**src/rtl/vdss_pkg.sv**
```systemverilog
// Package with the types, codes and reset constants of the drive state sequencer.
`timescale 1ns / 1ps

package vdss_pkg;

  // Widths of the beat fields.
  localparam int unsigned LevelW   = 12;
  localparam int unsigned BuzzW    = 16;
  localparam int unsigned MsW      = 32;
  localparam int unsigned StateW   = 3;
  localparam int unsigned InDataW  = 48;
  localparam int unsigned OutDataW = 16;
  localparam int unsigned CfgAddrW = 2;
  localparam int unsigned CfgDataW = 16;

  // Register values after reset.
  localparam logic [LevelW-1:0] BrakeOnReset  = 12'd200;
  localparam logic [LevelW-1:0] BrakeOffReset = 12'd100;
  localparam logic [BuzzW-1:0]  MinBuzzReset  = 16'd2000;

  // Drive states; code 7 is unused and is treated as a fault.
  typedef enum logic [StateW-1:0] {
    ST_INIT        = 3'd0,
    ST_IDLE        = 3'd1,
    ST_PRECHARGING = 3'd2,
    ST_ENERGIZED   = 3'd3,
    ST_BUZZING     = 3'd4,
    ST_READY2DRIVE = 3'd5,
    ST_FATAL       = 3'd6
  } state_t;

  // Configuration register indexes.
  typedef enum logic [CfgAddrW-1:0] {
    CFG_BRAKE_ON  = 2'd0,
    CFG_BRAKE_OFF = 2'd1,
    CFG_MIN_BUZZ  = 2'd2
  } cfg_idx_t;

endpackage

```
**src/rtl/vehicle_drive_state_sequencer_core.sv**
```systemverilog
// Top level of the vehicle drive state sequencer: input register, step logic, result register.
`timescale 1ns / 1ps

// One input beat is one control tick. The tick is held in an input register, the next
// state, brake light and buzzer are worked out in one short pass of logic, and the
// result beat is held in an output register. With the result side ready a tick is
// taken every clock cycle; its result passes the input and output registers; a
// stalled result holds the input register, which then holds in_tready low. The
// sequence runs INIT, IDLE, PRECHARGING, ENERGIZED, BUZZING, READY2DRIVE, back to
// IDLE; an open shutdown circuit forces FATAL, which returns to IDLE. The three
// configuration registers are written by index through cfg_we and should only be
// changed while no tick is in flight.
module vehicle_drive_state_sequencer_core (
  input  logic                               clk,
  input  logic                               rst_n,
  // Input beat
  input  logic                               in_tvalid,
  output logic                               in_tready,
  // [0] sdc_closed, [1] precharge_done, [2] start_pressed, [3] start_stale,
  // [15:4] brake_level, [47:16] now_ms
  input  logic [vdss_pkg::InDataW-1:0]       in_tdata,
  // Result beat
  output logic                               out_tvalid,
  input  logic                               out_tready,
  // [2:0] state_now, [5:3] state_after, [6] brake_light_on, [7] buzzer_on,
  // [8] sdc_trip, [15:9] zero
  output logic [vdss_pkg::OutDataW-1:0]      out_tdata,
  // Configuration writes
  input  logic                               cfg_we,
  input  logic [vdss_pkg::CfgAddrW-1:0]      cfg_addr,
  input  logic [vdss_pkg::CfgDataW-1:0]      cfg_wdata
);

  // Configuration registers.
  logic [vdss_pkg::LevelW-1:0] brake_on_r;
  logic [vdss_pkg::LevelW-1:0] brake_off_r;
  logic [vdss_pkg::BuzzW-1:0]  min_buzz_r;

  // Sequencer state.
  vdss_pkg::state_t            pending_r;
  vdss_pkg::state_t            pending_nxt;
  logic                        lamp_r;
  logic                        lamp_nxt;
  logic                        buzzer_r;
  logic                        buzzer_nxt;
  logic [vdss_pkg::MsW-1:0]    buzz_start_r;
  logic [vdss_pkg::MsW-1:0]    buzz_start_nxt;
  logic                        trip;

  // Pipeline registers.
  logic                         in_v_r;
  logic [vdss_pkg::InDataW-1:0] in_data_r;
  logic                         out_v_r;
  logic [vdss_pkg::OutDataW-1:0] out_data_r;
  logic [vdss_pkg::OutDataW-1:0] out_data_nxt;
  logic                         step_go;

  // Fields of the held tick.
  logic                        sdc_closed;
  logic                        precharge_done;
  logic                        start_ok;
  logic [vdss_pkg::LevelW-1:0] brake_level;
  logic [vdss_pkg::MsW-1:0]    now_ms;
  logic [vdss_pkg::MsW-1:0]    elapsed;
  vdss_pkg::state_t            cur_state;

  assign sdc_closed     = in_data_r[0];
  assign precharge_done = in_data_r[1];
  assign start_ok       = in_data_r[2] & ~in_data_r[3];
  assign brake_level    = in_data_r[15:4];
  assign now_ms         = in_data_r[47:16];
  assign cur_state      = pending_r;
  assign elapsed        = now_ms - buzz_start_r;

  // Handshake: the step runs when a tick is held and the result register is free.
  assign step_go    = in_v_r & (~out_v_r | out_tready);
  assign in_tready  = ~in_v_r | step_go;
  assign out_tvalid = out_v_r;
  assign out_tdata  = out_data_r;

  // Configuration writes.
  always_ff @(posedge clk) begin
    if (!rst_n) begin
      brake_on_r  <= vdss_pkg::BrakeOnReset;
      brake_off_r <= vdss_pkg::BrakeOffReset;
      min_buzz_r  <= vdss_pkg::MinBuzzReset;
    end else if (cfg_we) begin
      unique case (vdss_pkg::cfg_idx_t'(cfg_addr))
        vdss_pkg::CFG_BRAKE_ON:  brake_on_r  <= cfg_wdata[vdss_pkg::LevelW-1:0];
        vdss_pkg::CFG_BRAKE_OFF: brake_off_r <= cfg_wdata[vdss_pkg::LevelW-1:0];
        vdss_pkg::CFG_MIN_BUZZ:  min_buzz_r  <= cfg_wdata;
        default: ;
      endcase
    end
  end

  // One control tick: shutdown check, brake light hysteresis and state advance.
  always_comb begin
    pending_nxt    = cur_state;
    lamp_nxt       = lamp_r;
    buzzer_nxt     = buzzer_r;
    buzz_start_nxt = buzz_start_r;
    trip           = 1'b0;
    if (!sdc_closed) begin
      pending_nxt = vdss_pkg::ST_FATAL;
      trip        = 1'b1;
    end else begin
      // The on test wins when the thresholds are crossed over.
      if (brake_level > brake_on_r) begin
        lamp_nxt = 1'b1;
      end else if (brake_level < brake_off_r) begin
        lamp_nxt = 1'b0;
      end
      unique case (cur_state)
        vdss_pkg::ST_INIT:        pending_nxt = vdss_pkg::ST_IDLE;
        vdss_pkg::ST_IDLE:        pending_nxt = vdss_pkg::ST_PRECHARGING;
        vdss_pkg::ST_PRECHARGING: begin
          if (precharge_done) pending_nxt = vdss_pkg::ST_ENERGIZED;
        end
        vdss_pkg::ST_ENERGIZED: begin
          if (start_ok) begin
            buzz_start_nxt = now_ms;
            pending_nxt    = vdss_pkg::ST_BUZZING;
          end
        end
        vdss_pkg::ST_BUZZING: begin
          buzzer_nxt = 1'b1;
          if (elapsed >= {{(vdss_pkg::MsW-vdss_pkg::BuzzW){1'b0}}, min_buzz_r}) begin
            buzzer_nxt  = 1'b0;
            pending_nxt = vdss_pkg::ST_READY2DRIVE;
          end
        end
        vdss_pkg::ST_READY2DRIVE: begin
          if (start_ok) pending_nxt = vdss_pkg::ST_IDLE;
        end
        vdss_pkg::ST_FATAL:       pending_nxt = vdss_pkg::ST_IDLE;
        default:                  pending_nxt = vdss_pkg::ST_FATAL;
      endcase
    end
    out_data_nxt = {7'd0, trip, buzzer_nxt, lamp_nxt, pending_nxt, cur_state};
  end

  // Sequencer state moves on each time a step runs.
  always_ff @(posedge clk) begin
    if (!rst_n) begin
      pending_r    <= vdss_pkg::ST_INIT;
      lamp_r       <= 1'b0;
      buzzer_r     <= 1'b0;
      buzz_start_r <= '0;
    end else if (step_go) begin
      pending_r    <= pending_nxt;
      lamp_r       <= lamp_nxt;
      buzzer_r     <= buzzer_nxt;
      buzz_start_r <= buzz_start_nxt;
    end
  end

  // Input register.
  always_ff @(posedge clk) begin
    if (!rst_n) begin
      in_v_r <= 1'b0;
    end else if (in_tready) begin
      in_v_r <= in_tvalid;
    end
  end

  always_ff @(posedge clk) begin
    if (in_tvalid && in_tready) begin
      in_data_r <= in_tdata;
    end
  end

  // Result register.
  always_ff @(posedge clk) begin
    if (!rst_n) begin
      out_v_r <= 1'b0;
    end else if (step_go) begin
      out_v_r <= 1'b1;
    end else if (out_tready) begin
      out_v_r <= 1'b0;
    end
  end

  always_ff @(posedge clk) begin
    if (step_go) begin
      out_data_r <= out_data_nxt;
    end
  end

`ifndef SYNTHESIS
  // A tripped step always reports FATAL as the next state.
  a_trip_fatal: assert property (@(posedge clk) disable iff (!rst_n)
    out_tvalid && out_tdata[8] |-> out_tdata[5:3] == vdss_pkg::ST_FATAL)
    else $error("tripped step without FATAL next state");

  // The latched next state matches the state_after of the result just produced.
  a_state_kept: assert property (@(posedge clk) disable iff (!rst_n)
    step_go |=> pending_r == out_data_r[5:3])
    else $error("latched state differs from reported next state");

  // The buzzer only switches on while buzzing.
  a_buzz_on: assert property (@(posedge clk) disable iff (!rst_n)
    step_go && !buzzer_r && buzzer_nxt |-> cur_state == vdss_pkg::ST_BUZZING)
    else $error("buzzer switched on outside BUZZING");

  // A result waiting on a stalled output is not overwritten.
  a_no_overrun: assert property (@(posedge clk) disable iff (!rst_n)
    out_v_r && !out_tready |-> !step_go)
    else $error("result overwritten while stalled");
`endif

endmodule
```
**config.mk**
```make
export PLATFORM = sky130hd
export DESIGN_NAME = vehicle_drive_state_sequencer_core
export DESIGN_NICKNAME = d
export VERILOG_FILES = /design/src/rtl/vdss_pkg.sv /design/src/rtl/vehicle_drive_state_sequencer_core.sv
export SDC_FILE = /design/constraint.sdc
export NUM_CORES = 1
export LEC_CHECK = 0
export ABC_AREA = 1
export BUFFER_PORTS_ARGS = -buffer_cell sky130_fd_sc_hd__buf_2
export CAP_MARGIN = 40
export CORE_ASPECT_RATIO = 0.8
export CORE_MARGIN = 2
export CORE_UTILIZATION = 47
export DETAILED_ROUTE_END_ITERATION = 7
export GPL_ROUTABILITY_DRIVEN = 1
export PLACE_DENSITY_LB_ADDON = 0.05
export SLEW_MARGIN = 40
export SYNTH_ARGS = -nofsm -noshare
export SYNTH_HDL_FRONTEND = slang
export SYNTH_SLANG_ARGS = --single-unit
```
**constraint.sdc**
```tcl
create_clock -name clk -period 2.66 [get_ports clk]
set_input_delay 0.133 -clock clk [delete_from_list [all_inputs] [get_ports clk]]
set_output_delay 0.133 -clock clk [all_outputs]
set_load 0.005 [all_outputs]
```
==> After elaboration in Yosys (flattened, before gate mapping) <==
Cells that the tools add are included.
{ "word_totals": {"ff_bits": 136, "latchBits": 0, "mem_bits_rw": 0, "mem_bits_ro": 0, "in_bits": 71, "output_inout_bits": 18, "word_cells": 54, "memories": 0} }
{ "classes": {"n_addsub": 1, "n_mul": 0, "div_mod_pow": 0, "order_cmp": 3, "eq_ne": 8, "shift": 0, "mux": 15, "bitwise_logic": 7, "n_reduce_logical": 9} }
{ "ops": {"columns": ["cell", "n"], "rows": [
  ["$ge 32x16->1", 1],
  ["$sub 32x32->32", 1],
  ["$pmux 3 s6", 1],
  ["$mux 3", 5],
  ["$gt 12x12->1", 1],
  ["$lt 12x12->1", 1],
  ["$eq 3x3->1 const B", 3],
  ["$mux 1", 9],
  ["$eq 3x2->1 const B", 2],
  ["$reduce_and 2->1", 3],
  ["$reduce_and 4->1", 1],
  ["$eq 3x1->1 const B", 1],
  ["$logic_not 3->1", 1],
  ["$not 1->1", 3],
  ["$and 1x1->1", 2],
  ["$eq 2x1->1 const B", 1],
  ["$eq 2x2->1 const B", 1],
  ["$logic_not 2->1", 1],
  ["$or 1x1->1", 2],
  ["$reduce_bool 2->1", 1],
  ["$reduce_or 2->1", 1],
  ["$logic_and 1x1->1", 1]
]} }

==> Logic depth before layout (Yosys ltp) <==
Gate-level depths: netlist of the first run.
{ "depth": {"ltp_word": 5, "depth_mapped": 26, "ltp_nobuf": 26} }

==> Worst setup path before layout of the first run <==
Ideal clock, no wire load.
{ "synth_path": {"kind": "reg-to-reg", "from": "register in_data_r[16] (netlist name)", "to": "register out_data_r (netlist bit out_tdata[3]) (data pin)", "setup_time_ns": 0.251, "t_arrival_ns": 2.638, "required_time_ns": 2.409, "slack_ns": -0.229, "path_stages_with_launch": 25, "n_path_buf": 0, "synth_period_minus_slack_ns": 2.889, "path_cell_list": "edfxtp_1 > inv_1 > ha_1 > fa_1 > inv_1 > nand2_1 > nand3_1 > nand2_1 > nand2_2 > xor2_1 > ha_1 > nand2_1 > nor2_1 > a211oi_1 > nand2_1 > nor2_1 > nand2_1 > nor2_1 > nand2_1 > a21oi_2 > nand2_1 > nand2_1 > nand2_1 > nand2_2 > inv_1"} }
{ "synth_via": {"elab_chain_len": 5} }
{ "synth_lines": {"columns": ["item", "line", "source"], "rows": [
  ["start, declared", "vehicle_drive_state_sequencer_core.sv:52", "logic [vdss_pkg::InDataW-1:0] in_data_r;"],
  ["start signal, assigned", "vehicle_drive_state_sequencer_core.sv:169", "in_data_r <= in_tdata;"],
  ["$sub 32x32->32", "vehicle_drive_state_sequencer_core.sv:73", "assign elapsed = now_ms - buzz_start_r;"],
  ["$ge 32x16->1", "vehicle_drive_state_sequencer_core.sv:128", "if (elapsed >= {{(vdss_pkg::MsW-vdss_pkg::BuzzW){1'b0}}, min_buzz_r}) begin"],
  ["$mux 3", "vehicle_drive_state_sequencer_core.sv:128", null],
  ["$pmux 3 s6", "vehicle_drive_state_sequencer_core.sv:114", "unique case (cur_state)"],
  ["$mux 3", "vehicle_drive_state_sequencer_core.sv:104", "if (!sdc_closed) begin"],
  ["net pending_nxt[0]", "vehicle_drive_state_sequencer_core.sv:41", "vdss_pkg::state_t pending_nxt;"],
  ["end signal, assigned", "vehicle_drive_state_sequencer_core.sv:186", "out_data_r <= out_data_nxt;"],
  ["end, declared", "vehicle_drive_state_sequencer_core.sv:54", "logic [vdss_pkg::OutDataW-1:0] out_data_r;"]
]} }
The timed path passes the listed nets, and every way through them passes these cells.
A chain may end at the register's enable or synchronous reset.

==> Final worst setup path of the first run <==
{ "layout_path": {"from": "register in_data_r[24] (netlist name)", "to": "register out_data_r (netlist bit out_tdata[3]) (data pin)"} }
Same word-level chain as after synthesis.

==> impl_results.md, run 1 <==
* Status: complete, but fails checks
* Failing checks: setup timing
* Crit share post-route at 1.16
* Yosys cell types at 38
* Final instance area at 11,100 um2
* Mapped Area at 8210 um2
* Starting DRT DRC Count at 377
* Initial antenna violation count at 0
* Bufs on Longest Clock Path at 2
* Worst hold path type: input port to flop
* Max Cap Viol at 0
* Final core utilization at 0.644
* Synth Instances at 1,109
* Pwr per Cell Area at 522 nW/um2
* Hold Path Depth at 3
* Top-area cell type share of the netlist area at 0.208
* Clock transition at path regs at 60 ps
* CTS tree: done
* Core Rows at 43
* P_sw at 0.00155 W
* Final Skew at 10.6 ps
* Via count at 7,483
* Vias per cell at 4.73
* Startpoint Class: flop
* Tot GR Track Use at 0.228
* Internal power at 0.00424 W
* #FFs+latches synth at 136
* Total grt overflow at 0
* Gate power share at 0.179
* Clock Latency Late Sink at 430 ps
* First-pass GRT wire length at 33,500 um
* Worst-Margin Slew at 712 ps
* Max VDD drop at 0.000371 V
* RSZ-0062 raised after global routing: yes
* Worst path arrival time at 3280 ps
* Gpl congestion at 0.894
* Post-synth ARST share at 0
* Area delta synth->final at 35.1%
* Post-DP HPWL at 14,800 um
* Final Setup Violations at 4
* Vias in the first global route at 7,055
* Minimum clock period at 3100 ps
* DRC Markers at 0
* Final setup margin at -437 ps
* Leakage at 5.38 nW
* Max Slew Vio Count at 0
* H-tree levels at 4
* Die W at 152 um
* Area leader, netlist: edfxtp_1
* Maximum clock rate at 323 MHz
* WS Path Type: flop to flop
* Worst-path fanout max at 4
* Die area at 18,600 um2
* Post-synth EDFFs at 57
* Nets at 1,486
* Min-delay src: cfg_wdata[13]
* Synth Area per Inst at 7.41 um2
* Most common flop cell mapped by yosys: dfxtp_1
* Crit. Startpoint: in_data_r[24]
* Placed cell area at 9540 um2
* Die height at 122 um
* Ranking of synthesized cells by area: edfxtp_1, dfxtp_1, nand2_1, ha_1, inv_1
* Most common cell in the synthesized netlist: nand2_1
* Seq/Total Area, Yosys at 0.401
* Critical Path RT at 2840 ps
* Hold Violations, Final at 0
* Clk pwr share at 0.421
* Share of cells above drive strength 1 at 0.228
* Largest net degree at the start of global routing at 43
* CTS sink cnt at 136
* Sequential Power Share at 0.400
* Routed Antenna Nets at 0
* Ports at 89
* PortBufs at 81
* 1st-pass router iterations at 6
* CTS Buf Count at 17
* Post-place setup slack at -449 ps
* Core area at 17,200 um2
* WL/cell at 12.8 um
* R2R cell count at 23
* R2R Path Start: in_data_r[24]
* CP Capture Type: flop
* Antenna diodes at 0
* Routed WL at 20,300 um
* Yosys warnings at 0
* Commonest cells in the netlist: nand2_1, inv_1, a21oi_1, dfxtp_1, o21ai_0
* Slew headroom at 0.525
* Initial Utilization at 0.477
* Root Driver: clkbuf_16
* Switching share of power at 0.268
worst paths after layout:
kind	to	slack, ps
min	min_buzz_r[13]	30
max	out_tdata[3]	-440
max reg2reg	out_tdata[3]	-440
min reg2reg	brake_off_r[4]	460
logic make-up after synthesis:
| group | synth area share |
|---|---|
| AOI/OAI and AO/OA | 0.125 |
| xor gates and xnor gates | 0.0160 |
| adders and majority gates | 0.109 |
| buffers and inverters | 0.122 |
| DFF | 0.401 |
| other | 0.000457 |
| and+or+nand+nor | 0.227 |
registers in the layout, indices dropped and copies added (netlist names):
| register | cells |
|---|---|
| out_tdata | 9 |
| lamp_r | 1 |
| buzzer_r | 1 |
| brake_off_r | 12 |
| in_data_r | 48 |
| cur_state | 3 |
| out_tvalid | 1 |
| min_buzz_r | 16 |
| buzz_start_r | 32 |
| in_v_r | 1 |
| brake_on_r | 12 |
metal layers:
metal,routed length (um),global-route usage,vias up
li1,-,-,3973
met1,10200,0.322,3339
met2,8940,0.363,150
met3,878,0.0435,21
met4,255,0.0579,0
met5,0,0,-
layout make-up:
type                            count  area [um2]
Timing Repair Buffer              236        1760
Clock buffer                       18         429
Sequential cell                   136        3290
Inverter                          233         875
Tap cell                          225         282
Fill cell                        1563        6120
Clock inverter                     14         170
Multi-Input combinational cell    720        4290
power by group through the flow:
stage / clock [W] / sequential, W / combinational (W)
finish: 0.00244 / 0.00232 / 0.00103
global route: 0.00257 / 0.00233 / 0.00117
CTS: 0.00249 / 0.00232 / 0.000987
detailed placement: 0 / 0.00236 / 0.000862
global placement: 0 / 0.00236 / 0.000853
floorplan: 0 / 0.00235 / 0.000557
per-stage QoR:
stage	cells	setup TNS, ps	total power [W]	hold slack (ps)
finish	1582	-1450	0.00579	30.9
floorplan	1115	-175	0.00291	232
global route	1582	-2550	0.00607	25.2
detailed placement	1469	-1380	0.00322	311
CTS	1575	-1340	0.00579	14.7
global placement	1469	-1100	0.00321	310
cell usage in the layout, fill, tap and decap left out, types with 2 or more instances in the layout:
cell	n
ha_4	14
clkbuf_16	17
buf_2	81
nor3_1	4
ha_1	55
a21oi_1	89
nor2_4	9
nor2_2	12
dfxtp_1	79
nand2_4	5
o21a_1	2
dlygate4sd3_1	60
buf_4	91
nand3b_1	2
a21oi_2	8
and2_1	2
nand2_2	29
nor4_1	2
a211oi_1	3
inv_6	3
edfxtp_1	57
nor3_2	3
nand2_1	265
clkinv_4	2
conb_1	7
nor2_1	58
clkinv_1	2
inv_1	221
xor2_1	11
nand3_1	28
inv_2	12
o211ai_1	12
xor2_2	3
clkinv_2	2
buf_12	3
o21ai_0	71
nand3_2	5
bufinv_16	3
nand4_1	9
critical path, stage by stage (launching register included):
cell      delay (ps)
edfxtp_1         420
ha_4             300
nand2_4          100
inv_1             50
nand2_1           50
nand2_1           80
a21oi_2          140
nand2_2           90
xor2_1           150
ha_1             320
a21oi_2          150
nor2_1            50
a211oi_1         170
nand2_1           80
nor2_1            90
nand2_1           50
nor2_1            80
nand2_1           70
a21oi_2          120
nand2_1           90
nand2_1           60
nand2_1           50
nand2_2           70
inv_1             40
repair_timing:
item	CTS	global route
setup endpoints to repair	4	4
hold buffers	60	0
setup buffers	14	7
pin swaps	19	26
gates resized for setup	27	27
endpoints found under the hold margin	65	0
No activity file was read; power rests on OpenSTA's default activity.
==> inputs of run 2 (changes only) <==
Settings changed: PLACE_DENSITY set to 0.68, PLACE_DENSITY_LB_ADDON 0.05 to not set.
==> run 2 against run 1 <==
Against the previous run: combinational power shrank 4%; utilization is 1.1 points lower; global-route usage rose by 0.084 points; first-iteration DRC count rose by 43%; die area did not move; clock power decreased by 8.2%; setup slack got worse by 38 ps; the run still ends with setup timing left; final cell count decreased by 0.63%; sequential power hardly changed; fmax is 1.2% lower; wire length is 0.17% lower.
==> impl_results.md, run 2 (synthesis gave the netlist of run 1 again) <==
* Die area at 18,600 um2 (unchanged)
* FF-to-FF End: out_tdata[3]
* Fill cells at 1,515 (-3.1%)
* CTS tree: done
* Antenna diodes at 0 (unchanged)
* CP Capture Type: flop
* Critical Path RT at 2840 ps (about the same)
* Ports at 89 (unchanged)
* Worst hold path type: input port to flop
* Crit share post-route at 1.18 (+0.0145)
* Initial antenna violation count at 0 (unchanged)
* Final instance area at 10,900 um2 (-1.8%)
* Worst-path fanout max at 4 (unchanged)
* Worst path arrival time at 3320 ps (+40 ps)
* CTS Buf Count at 17 (unchanged)
* Post-place setup slack at -505 ps (-56.1 ps)
* Leakage at 5.29 nW (-1.6%)
* Vias per cell at 4.71 (-0.52%)
* Total grt overflow at 0 (unchanged)
* Worst-Margin Slew at 588 ps (-124 ps)
* Bufs on Longest Clock Path at 2 (unchanged)
* Crit path to: out_tdata[3]
* Clock Latency Late Sink at 420 ps (about the same)
* Final setup margin at -476 ps (-38.5 ps)
* Failing checks: setup timing
* First-pass GRT wire length at 33,200 um (-0.91%)
* Power Total at 0.00555 W (-4.1%)
* P_sw at 0.00149 W (-4.2%)
* Routed Antenna Nets at 0 (unchanged)
* Via count at 7,397 (-1.1%)
* Commonest non-fill, non-tap cell in the layout: nand2_1
* Maximum clock rate at 319 MHz (-1.2%)
* Internal power at 0.00406 W (-4.1%)
* RSZ-0062 raised after global routing: yes
* Minimum clock period at 3140 ps (+38.5 ps)
* Die W at 152 um (unchanged)
* DRC Markers at 0 (unchanged)
* H-tree levels at 4 (unchanged)
* Initial Utilization at 0.477 (unchanged)
* Most flops, register: in_data_r
* Nets at 1,476 (-0.67%)
* Die height at 122 um (unchanged)
* R2R Path Start: in_data_r[24]
* Switching share of power at 0.268 (-0.000393)
* Commonest non-fill, non-tap cells in the layout: nand2_1, inv_1, a21oi_1
* Reg2Reg Setup Slack at -480 ps (-40 ps)
* Final Skew at 3.61 ps (-6.96 ps)
* Max Cap Viol at 0 (unchanged)
* Root Driver: clkbuf_16
* Hold WS at 21.2 ps (-9.70 ps)
* Final Setup Violations at 4 (unchanged)
* Clock transition at path regs at 60 ps (about the same)
* Sequential Power Share at 0.418 (+0.018)
* Gate power share at 0.179 (about the same)
* Clk pwr share at 0.403 (-0.018)
* Vias in the first global route at 6,862 (-2.7%)
* Hold Violations, Final at 0 (unchanged)
* Placed cell area at 9510 um2 (-0.37%)
* Starting DRT DRC Count at 539 (+43%)
* Top flop regs: in_data_r x48, buzz_start_r x32, min_buzz_r x16
* Final core utilization at 0.633 (-0.0113)
* Share of cells above drive strength 1 at 0.214 (-0.0139)
* Pwr per Cell Area at 509 nW/um2 (-2.4%)
* Largest register FFs at 48 (unchanged)
* Gpl congestion at 0.941 (+5.3%)
* WL/cell at 12.9 um (+0.46%)
* Max VDD drop at 0.000349 V (-6.1%)
* Startpoint Class: flop
* Routed WL at 20,200 um (-0.17%)
* Slew headroom at 0.608 (+0.0824)
* 1st-pass router iterations at 5 (-1)
* Max Slew Vio Count at 0 (unchanged)
* Largest net degree at the start of global routing at 39 (-9.3%)
* Tot GR Track Use at 0.229 (+0.000837)
* Core Rows at 43 (unchanged)
* Post-DP HPWL at 15,000 um (+1.7%)
* WS Path Type: flop to flop
* PortBufs at 81 (unchanged)
* Area delta synth->final at 32.7%
* R2R cell count at 23 (unchanged)
* Crit. Startpoint: in_data_r[24]
* Core area at 17,200 um2 (unchanged)
* Status: complete, but fails checks
* CTS sink cnt at 136 (unchanged)
## run 2: changes by cell type in the layout (fill, tap and decap cells not counted), moves of 3 or more
| cell | change |
|---|---|
| xor2_1 | +3 |
| inv_1 | +4 |
| xor2_2 | -3 |
| buf_4 | -6 |
| inv_2 | -4 |
## run 2: power groups by stage
stage / clock [W] / sequential (W) / combinational, W
floorplan: 0 / 0.00235 / 0.000557
global placement: 0 / 0.00236 / 0.000840
detailed placement: 0 / 0.00236 / 0.000857
CTS: 0.00227 / 0.00232 / 0.000962
global route: 0.00237 / 0.00233 / 0.00113
finish: 0.00224 / 0.00232 / 0.000993
## run 2: area by class of cell
| class | count | area [um2] | area share |
|---|---|---|---|
| tap | 225 | 282 | 0.0258 |
| multi-input combinational | 720 | 4230 | 0.388 |
| clock buffer | 22 | 464 | 0.0426 |
| inverter | 233 | 875 | 0.0802 |
| timing repair buffer | 226 | 1660 | 0.153 |
| clock inverter | 10 | 95.1 | 0.00872 |
| sequential | 136 | 3290 | 0.302 |
## run 2: metrics by stage
stage | std cells | TNS, ps
floorplan | 1115 | -175
CTS | 1567 | -1310
global route | 1572 | -2400
finish | 1572 | -1520
detailed placement | 1466 | -1590
global placement | 1466 | -1410
## run 2: worst min-delay path by stage
stage | startpoint | to | depth (start not counted) | slack, ps
2_1_floorplan | in_tdata[0] | in_data_r[0] | 0 | 230
3_3_place_gp | in_tdata[35] | in_data_r[35] | 1 | 310
3_5_place_dp | in_tdata[4] | in_data_r[4] | 1 | 310
4_1_cts | out_tready | out_tvalid | 4 | 7
5_1_grt | cfg_wdata[15] | min_buzz_r[15] | 3 | 30
6_report | out_tready | out_tvalid | 4 | 20
## run 2: critical path, cell delays in order, from the launching register on
cell and delay [ps]:
edfxtp_1 430, ha_4 300, nand2_1 70, nand2_1 60
nand2_1 60, nand2_1 80, a21oi_1 170, nand2_2 90
xor2_1 150, ha_1 310, nand2_1 80, nor2_1 50
a211oi_1 170, nand2_1 100, nor2_2 110, nand2_1 60
nor2_1 90, nand2_1 70, a21oi_2 110, nand2_1 80
nand2_1 60, nand2_1 60, nand2_2 70, inv_1 40
## run 2: what timing repair did
| item | CTS | global route |
|---|---|---|
| setup buffers | 11 | 5 |
| endpoints found under the setup margin | 4 | 4 |
| hold endpoints to repair | 63 | 0 |
| pin swaps | 7 | 6 |
| gates resized for setup | 20 | 17 |
| hold buffers | 58 | 0 |
## run 2: routing by layer
layer	share of wire	track usage
met5	0	0
met4	0.010	0.0544
met3	0.041	0.0420
met2	0.44	0.356
met1	0.51	0.332
